### src/sv/multi_priority_event_fifo_core_assert.svh
// ----------------------------------------------------------------------------
// multi_priority_event_fifo_core assertion macros
// Concurrent check wrappers; compiled out when ASSERT_OFF is defined.
// ----------------------------------------------------------------------------
`ifndef MULTI_PRIORITY_EVENT_FIFO_CORE_ASSERT_SVH
`define MULTI_PRIORITY_EVENT_FIFO_CORE_ASSERT_SVH

`ifndef ASSERT_OFF

// property checked at every clock edge outside reset
`define MPEF_ASSERT(lbl, clk, rst_n, prop, msg) \
	lbl: assert property (@(posedge clk) disable iff (!rst_n) prop) else $error(msg);

// consequent checked in the cycle after the antecedent
`define MPEF_ASSERT_NEXT(lbl, clk, rst_n, ante, cons, msg) \
	lbl: assert property (@(posedge clk) disable iff (!rst_n) ante |=> cons) else $error(msg);

`else

`define MPEF_ASSERT(lbl, clk, rst_n, prop, msg)
`define MPEF_ASSERT_NEXT(lbl, clk, rst_n, ante, cons, msg)

`endif

`endif

### src/sv/mpef_pkg.sv
// ----------------------------------------------------------------------------
// mpef_pkg
// Shared constants and types of the multi-level priority event queue.
// ----------------------------------------------------------------------------
`default_nettype none

package mpef_pkg;

	localparam int DEPTH_DEF       = 32;
	localparam int LEVELS_DEF      = 4;
	localparam int EVENT_WIDTH_DEF = 32;

	localparam int LEVEL_PORT_W = 2;
	localparam int DATA_PORT_W  = 32;
	localparam int HW_PORT_W    = 5;
	localparam int HW_SAT       = 31;

	typedef enum logic {
		CMD_PUSH = 1'b0,
		CMD_POP  = 1'b1
	} cmd_t;

	typedef struct packed {
		logic wr_en;
		logic rd_en;
	} store_req_t;

	typedef struct packed {
		logic                 popped;
		logic                 overflow;
		logic                 all_empty;
		logic [HW_PORT_W-1:0] high_water;
	} ctrl_res_t;

endpackage

`default_nettype wire

### src/sv/mpef_store.sv
// ----------------------------------------------------------------------------
// mpef_store
// Event storage: one ring of DEPTH slots per level, registered read port.
// ----------------------------------------------------------------------------
`default_nettype none

module mpef_store
	import mpef_pkg::*;
#(
	parameter int DEPTH       = DEPTH_DEF,
	parameter int LEVELS      = LEVELS_DEF,
	parameter int EVENT_WIDTH = EVENT_WIDTH_DEF,
	localparam int PW = $clog2(DEPTH),
	localparam int LW = (LEVELS > 1) ? $clog2(LEVELS) : 1
) (
	input  wire logic                   clk,
	input  wire store_req_t             req,
	input  wire logic [LW-1:0]          wr_lv,
	input  wire logic [PW-1:0]          wr_ptr,
	input  wire logic [EVENT_WIDTH-1:0] wr_data,
	input  wire logic [LW-1:0]          rd_lv,
	input  wire logic [PW-1:0]          rd_ptr,
	output logic [EVENT_WIDTH-1:0]      rd_data
);

	logic [EVENT_WIDTH-1:0] mem_q [LEVELS][DEPTH];
	logic [EVENT_WIDTH-1:0] rd_data_q;

	// push and pop never share a cycle, so write and read never collide
	always_ff @(posedge clk) begin
		if (req.wr_en) begin
			mem_q[wr_lv][wr_ptr] <= wr_data;
		end
		if (req.rd_en) begin
			rd_data_q <= mem_q[rd_lv][rd_ptr];
		end
	end

	assign rd_data = rd_data_q;

endmodule

`default_nettype wire

### src/sv/mpef_ctrl.sv
// ----------------------------------------------------------------------------
// mpef_ctrl
// Per-level pointers and high-water marks, level select and status.
// ----------------------------------------------------------------------------
`default_nettype none

module mpef_ctrl
	import mpef_pkg::*;
#(
	parameter int DEPTH  = DEPTH_DEF,
	parameter int LEVELS = LEVELS_DEF,
	localparam int PW = $clog2(DEPTH),
	localparam int LW = (LEVELS > 1) ? $clog2(LEVELS) : 1
) (
	input  wire logic                    clk,
	input  wire logic                    arst_n,
	input  wire logic                    item_vld,
	input  wire cmd_t                    cmd,
	input  wire logic [LEVEL_PORT_W-1:0] lvl,
	output store_req_t                   req,
	output logic [LW-1:0]                wr_lv,
	output logic [PW-1:0]                wr_ptr,
	output logic [LW-1:0]                rd_lv,
	output logic [PW-1:0]                rd_ptr,
	output logic [LW-1:0]                pop_lv,
	output ctrl_res_t                    res
);

	logic [PW-1:0] wp_q [LEVELS];
	logic [PW-1:0] rp_q [LEVELS];
	logic [PW-1:0] pk_q [LEVELS];
	logic [PW-1:0] wp_d [LEVELS];
	logic [PW-1:0] rp_d [LEVELS];
	logic [PW-1:0] pk_d [LEVELS];

	logic          lvl_ok;
	logic [LW-1:0] lvl_ix;
	logic          found;
	logic [LW-1:0] sel_lv;
	logic [PW-1:0] wp_cur;
	logic          full;
	logic          do_push;
	logic          do_pop;
	logic [PW-1:0] h;
	logic [PW-1:0] t;
	logic [PW:0]   len_w;
	logic [PW-1:0] len;
	logic [PW-1:0] pk_rep;

	function automatic logic [PW-1:0] next_slot(input logic [PW-1:0] p);
		return (p == PW'(DEPTH - 1)) ? '0 : p + 1'b1;
	endfunction

	assign lvl_ok = int'(lvl) < LEVELS;
	assign lvl_ix = LW'(lvl);

	// highest non-empty level wins
	always_comb begin
		found  = 1'b0;
		sel_lv = '0;
		for (int i = 0; i < LEVELS; i++) begin
			if (wp_q[i] != rp_q[i]) begin
				found  = 1'b1;
				sel_lv = LW'(i);
			end
		end
	end

	always_comb begin
		wp_d = wp_q;
		rp_d = rp_q;
		pk_d = pk_q;
		req  = '0;

		wp_cur  = wp_q[lvl_ix];
		full    = next_slot(wp_cur) == rp_q[lvl_ix];
		do_push = item_vld && (cmd == CMD_PUSH) && lvl_ok;
		do_pop  = item_vld && (cmd == CMD_POP) && found;

		h = wp_q[sel_lv];
		t = rp_q[sel_lv];
		// queue length before removal; below DEPTH whenever the level is non-empty
		if (h > t) begin
			len_w = {1'b0, h} - {1'b0, t};
		end else begin
			len_w = (PW + 1)'(DEPTH) - {1'b0, t} + {1'b0, h};
		end
		len = PW'(len_w);

		if (do_push && !full) begin
			wp_d[lvl_ix] = next_slot(wp_cur);
			req.wr_en    = 1'b1;
		end
		if (do_pop) begin
			rp_d[sel_lv] = next_slot(t);
			if (len > pk_q[sel_lv]) begin
				pk_d[sel_lv] = len;
			end
			req.rd_en = 1'b1;
		end

		res.popped    = do_pop;
		res.overflow  = do_push && full;
		res.all_empty = 1'b1;
		for (int i = 0; i < LEVELS; i++) begin
			if (wp_d[i] != rp_d[i]) begin
				res.all_empty = 1'b0;
			end
		end

		pk_rep = pk_d[lvl_ix];
		if (!lvl_ok) begin
			res.high_water = '0;
		end else if (int'(pk_rep) > HW_SAT) begin
			res.high_water = HW_PORT_W'(HW_SAT);
		end else begin
			res.high_water = HW_PORT_W'(pk_rep);
		end
	end

	assign wr_lv  = lvl_ix;
	assign wr_ptr = wp_cur;
	assign rd_lv  = sel_lv;
	assign rd_ptr = t;
	assign pop_lv = sel_lv;

	always_ff @(posedge clk or negedge arst_n) begin
		if (!arst_n) begin
			for (int i = 0; i < LEVELS; i++) begin
				wp_q[i] <= '0;
				rp_q[i] <= '0;
				pk_q[i] <= '0;
			end
		end else begin
			wp_q <= wp_d;
			rp_q <= rp_d;
			pk_q <= pk_d;
		end
	end

endmodule

`default_nettype wire

### src/sv/multi_priority_event_fifo_core.sv
// An accepted item (start high, busy low) passes the vld_s1 and done_s2 registers to the done strobe.
// Throughput: one item per cycle; busy stays low, since pointer update, level select
// and store access for an item all complete in its vld_s1 execute stage.
// The receiver cannot stall: each result is valid for exactly the one done cycle.
// Reset clears pointers, high-water marks and pipeline valids; store contents are
// left as they are and are only read after a push has written them.
// ----------------------------------------------------------------------------
// multi_priority_event_fifo_core
// Strict-priority event queue with one ring FIFO and high-water mark per level.
// ----------------------------------------------------------------------------
`default_nettype none

`include "multi_priority_event_fifo_core_assert.svh"

module multi_priority_event_fifo_core
	import mpef_pkg::*;
#(
	parameter int DEPTH       = DEPTH_DEF,
	parameter int LEVELS      = LEVELS_DEF,
	parameter int EVENT_WIDTH = EVENT_WIDTH_DEF
) (
	input  wire logic                    clk,
	input  wire logic                    arst_n,
	input  wire logic                    start,
	output logic                         busy,
	input  wire logic                    cmd,
	input  wire logic [LEVEL_PORT_W-1:0] priority_req,
	input  wire logic [DATA_PORT_W-1:0]  event_data,
	output logic                         done,
	output logic                         popped,
	output logic [DATA_PORT_W-1:0]       event_out,
	output logic [LEVEL_PORT_W-1:0]      event_level,
	output logic                         overflow,
	output logic                         all_empty,
	output logic [HW_PORT_W-1:0]         high_water
);

	localparam int PW = $clog2(DEPTH);
	localparam int LW = (LEVELS > 1) ? $clog2(LEVELS) : 1;

	logic                    accept;
	logic                    vld_s1;
	cmd_t                    cmd_s1;
	logic [LEVEL_PORT_W-1:0] lvl_s1;
	logic [DATA_PORT_W-1:0]  data_s1;

	store_req_t              req;
	logic [LW-1:0]           wr_lv;
	logic [PW-1:0]           wr_ptr;
	logic [LW-1:0]           rd_lv;
	logic [PW-1:0]           rd_ptr;
	logic [LW-1:0]           pop_lv;
	ctrl_res_t               res;
	logic [EVENT_WIDTH-1:0]  rd_data;

	logic                    done_s2;
	ctrl_res_t               res_s2;
	logic [LEVEL_PORT_W-1:0] lvl_s2;

	assign busy   = 1'b0;
	assign accept = start && !busy;

	always_ff @(posedge clk or negedge arst_n) begin
		if (!arst_n) begin
			vld_s1  <= 1'b0;
			done_s2 <= 1'b0;
		end else begin
			vld_s1  <= accept;
			done_s2 <= vld_s1;
		end
	end

	always_ff @(posedge clk) begin
		if (accept) begin
			cmd_s1  <= cmd_t'(cmd);
			lvl_s1  <= priority_req;
			data_s1 <= event_data;
		end
		if (vld_s1) begin
			res_s2 <= res;
			lvl_s2 <= res.popped ? LEVEL_PORT_W'(pop_lv) : '0;
		end
	end

	mpef_ctrl #(
		.DEPTH  (DEPTH),
		.LEVELS (LEVELS)
	) u_ctrl (
		.clk      (clk),
		.arst_n   (arst_n),
		.item_vld (vld_s1),
		.cmd      (cmd_s1),
		.lvl      (lvl_s1),
		.req      (req),
		.wr_lv    (wr_lv),
		.wr_ptr   (wr_ptr),
		.rd_lv    (rd_lv),
		.rd_ptr   (rd_ptr),
		.pop_lv   (pop_lv),
		.res      (res)
	);

	mpef_store #(
		.DEPTH       (DEPTH),
		.LEVELS      (LEVELS),
		.EVENT_WIDTH (EVENT_WIDTH)
	) u_store (
		.clk     (clk),
		.req     (req),
		.wr_lv   (wr_lv),
		.wr_ptr  (wr_ptr),
		.wr_data (EVENT_WIDTH'(data_s1)),
		.rd_lv   (rd_lv),
		.rd_ptr  (rd_ptr),
		.rd_data (rd_data)
	);

	assign done        = done_s2;
	assign popped      = res_s2.popped;
	assign event_out   = res_s2.popped ? DATA_PORT_W'(rd_data) : '0;
	assign event_level = lvl_s2;
	assign overflow    = res_s2.overflow;
	assign all_empty   = res_s2.all_empty;
	assign high_water  = res_s2.high_water;

	`MPEF_ASSERT_NEXT(a_accept_done, clk, arst_n, accept, ##1 done, "accepted item gave no result")
	`MPEF_ASSERT(a_done_src, clk, arst_n, done |-> $past(accept, 2), "result without an accepted item")
	`MPEF_ASSERT(a_pop_xor_ovf, clk, arst_n, done |-> !(popped && overflow), "pop and overflow together")
	`MPEF_ASSERT(a_ovf_not_empty, clk, arst_n, (done && overflow) |-> !all_empty, "full level seen as empty")

endmodule

`default_nettype wire

### config.mk
export PLATFORM = sky130hd
export DESIGN_NAME = multi_priority_event_fifo_core
export DESIGN_NICKNAME = d
export VERILOG_FILES = /design/src/sv/mpef_pkg.sv /design/src/sv/mpef_store.sv /design/src/sv/mpef_ctrl.sv /design/src/sv/multi_priority_event_fifo_core.sv
export VERILOG_INCLUDE_DIRS = /design/src /design/src/sv
export SDC_FILE = /design/constraint.sdc
export NUM_CORES = 2
export LEC_CHECK = 0
export CAP_MARGIN = 20
export CORE_ASPECT_RATIO = 1.4
export CORE_MARGIN = 4
export CORE_UTILIZATION = 40
export DETAILED_ROUTE_END_ITERATION = 10
export DONT_BUFFER_PORTS = 1
export MAX_ROUTING_LAYER = met4
export PLACE_DENSITY = 0.61
export SLEW_MARGIN = 40
export SYNTH_ARGS = -nofsm -noshare
export SYNTH_HDL_FRONTEND = slang
export SYNTH_SLANG_ARGS = --single-unit
### constraint.sdc
create_clock -name clk -period 13.7 [get_ports clk]
set_input_delay 0.685 -clock clk [delete_from_list [all_inputs] [get_ports clk]]
set_output_delay 0.685 -clock clk [all_outputs]
set_load 0.005 [all_outputs]
==> out/summary.txt <==
Ys Warns: 0
Clk Latency, worst-skew pair: 0.97 ns
Synth async-reset ratio: 0.0146
Slew HR: 0.301
logic gate share of total power: 0.418
drt via density: 6.48
VDD IR max: 0.000326 V
clock skew: 0.0530 ns
Reg power frac: 0.338
Critical Path AT: 7.59 ns
dpl hpwl: 307 mm
EDFF count, synth: 4173
final hold viol count: 0
clk sink count: 4235
DRT iter0 DRCs: 15.5k
Final Cell Area: 0.183 mm^2
gpl congestion: 0.884
Die X: 546 um
Num CTS Buffers: 377
ANT nets after route: 0
Post-DP Area: 0.170 mm^2
Unique masters post-synth: 84
total grt overflow: 0
# port buffers: 0
synthesized net count: 10.3k
vias in the first global route: 97.9k
Hold/Removal Path Class: in2async
switch share: 0.428
max_cap viols: 0
Pint: 25.2 mW
pwr dens: 240 mW/mm^2
R2R depth: 19
Leak Pwr: 56.9 nW
H-tree depth: 5
commonest cells after routing, fill and taps aside: 4173 x edfxtp_1, 965 x a22oi_1, 805 x nand2_1
Final Setup Violations: 0
first-pass GRT wire length: 765 mm
TritonRoute pass-1 iters: 8
Wirelength per Cell: 34.9 um
CTS tree: yes
main area contributors after synthesis: edfxtp_1 77%, a22oi_1 4.5%, a221oi_1 2.2%
clock buffer depth: 4
clock group share of total power: 0.245
share of cells above drive strength 1: 0.119
drt total wl: 556 mm
unrepaired setup endpoints after global routing: false
#FFs+latches synth: 4235
Cell Area, Synth: 0.162 mm^2
CP Capture Type: register
post-layout net count: 10.3k
Setup TNS Final: 0 ns
Mapped Cells: 10.3k
initial antenna violation count: 40
fin cells: 15.9k
Residual DRC: 0
outcome: finished clean
clock slew at reported path FFs: 0.07 ns
Row Count: 276
fill cell count: 34.3k
Max Fclk: 144 MHz
Synth area leader: edfxtp_1
core area: 0.403 mm^2
Top FF cell, synth: edfxtp_1
gr usage total: 0.265
crit share post-route: 0.505
Worst Path Required: 14.36 ns
Sw Pwr: 18.8 mW
Setup crit start kind: register
Synth Area per Inst: 15.8 um^2
worst slew pin tran: 1.05 ns
Ports: 82
critical-path maximum fanout: 161
post-synth top area share: 0.774
CP Class: reg2reg
routed via count: 103k
placed insts: 15.1k
Die Span Y: 761 um
P&R area growth vs syn: 13.3%
Initial Util: 0.401
commonest non-fill, non-tap cell in the layout: edfxtp_1
Seq/Total Area, Yosys: 0.784
Root Driver: clkbuf_16
largest net degree at the start of global routing: 166
Die ar.: 0.415 mm^2
Slew Viols, Final: 0
minimum clock period: 6.92 ns
Setup Buffers After CTS: 0
[repair_timing]
action                                 in CTS  in global routing
hold buffers                               39                  0
gates resized for setup                     0                  0
endpoints found under the hold margin     133                  0
[per-layer routing]
layer,routed length (um),share of wire,vias up,track usage
li1,-,-,41500,-
met1,193000,0.35,53200,0.319
met2,264000,0.48,7102,0.420
met3,60600,0.11,1434,0.0489
met4,37900,0.068,0,0.153
met5,0,0,-,-
[worst max-delay path, cell delays in order, from the launching register on]
cell and delay [ns]:
dfrtp_1 0.45, xor2_1 0.22, nor4_2 0.70, nand2_4 0.55, buf_12 0.42, a311oi_1 0.31, a21o_1 0.22, inv_1 0.09
fa_1 0.45, inv_1 0.09, a21oi_1 0.07, maj3_1 0.37, xnor2_1 0.52, inv_1 0.11, ha_1 0.32, nor2b_1 0.13
o22ai_1 0.14, nor2_1 0.54, mux2_2 0.42, mux4_2 0.47
[layout make-up]
class,count,area (um^2),share of cell area
flip-flops and latches,4235,127000,0.692
multi-input cells,5208,33300,0.181
clock buffers,444,9750,0.0532
well taps,5282,6610,0.0360
repair buffers,456,4140,0.0226
clock inverters,239,2580,0.0141
diodes,61,153,0.000832
inverters,14,60.1,0.000327
[per-stage QoR]
stage	worst slack, ns	util	hold WS, ns	power, mW
2_1_floorplan	7.30	-	0.389	24.8
6_report	6.78	0.455	0.288	44.0
4_1_cts	6.45	0.454	0.221	43.7
3_5_place_dp	6.48	0.422	0.393	33.1
5_1_grt	6.36	0.455	0.279	45.2
3_3_place_gp	6.31	0.421	0.392	32.8
[cell families after synthesis]
logic type      share of synthesized area
compound gates                      0.136
xor+xnor                          0.00301
fa+ha+maj                         0.00119
buf+inv                            0.0198
flops                               0.784
mux                               0.00641
other cells                     0.0000232
simple gates                       0.0500
[final timing paths]
| check | slack (ns) | from | to |
|---|---|---|---|
| setup / recovery | 6.78 | u_ctrl.rp_q[4] | high_water[1] |
| hold / removal | 0.29 | arst_n | done |
| setup reg to reg | 6.78 | u_ctrl.rp_q[4] | high_water[1] |
| hold reg to reg | 0.55 | u_ctrl.pk_q[11] | u_ctrl.pk_q[11] |
| max in group asynchronous | 13.10 | arst_n | u_ctrl.rp_q[12] |
| min in group clk | 0.37 | event_data[30] | data_s1[30] |
[flip-flops by register name, summed over array words and instances (netlist names)]
name	flops
all_empty	1
cmd_s1	1
data_s1	32
done	1
event_level	2
high_water	5
lvl_s1	2
overflow	1
popped	1
u_ctrl.pk_q	20
u_ctrl.rp_q	20
u_ctrl.wp_q	20
u_store.mem_q	4096
u_store.rd_data	32
vld_s1	1
[power groups by stage]
stage	clock network, mW	logic [mW]	registers, mW
after detailed placement	0	17.9	15.1
after floorplan	0	9.66	15.1
after CTS	10.9	18.0	14.9
after global placement	0	17.6	15.1
final	10.8	18.4	14.9
after global routing	11.4	19.0	14.9
[synthesized netlist by cell type, drive strengths merged (35+ instances only)]
| cell type | instances |
|---|---|
| o22ai | 253 |
| a222oi | 38 |
| nor2 | 864 |
| mux2 | 37 |
| o21ai | 379 |
| o211ai | 40 |
| nor3 | 150 |
| nand3 | 35 |
| a221oi | 410 |
| clkbuf | 535 |
| and2 | 49 |
| a21oi | 405 |
| dfrtp | 62 |
| buf | 263 |
| a311oi | 337 |
| nand2 | 814 |
| o221ai | 39 |
| a22oi | 965 |
| edfxtp | 4173 |
Power figures use the tool's default switching activity.
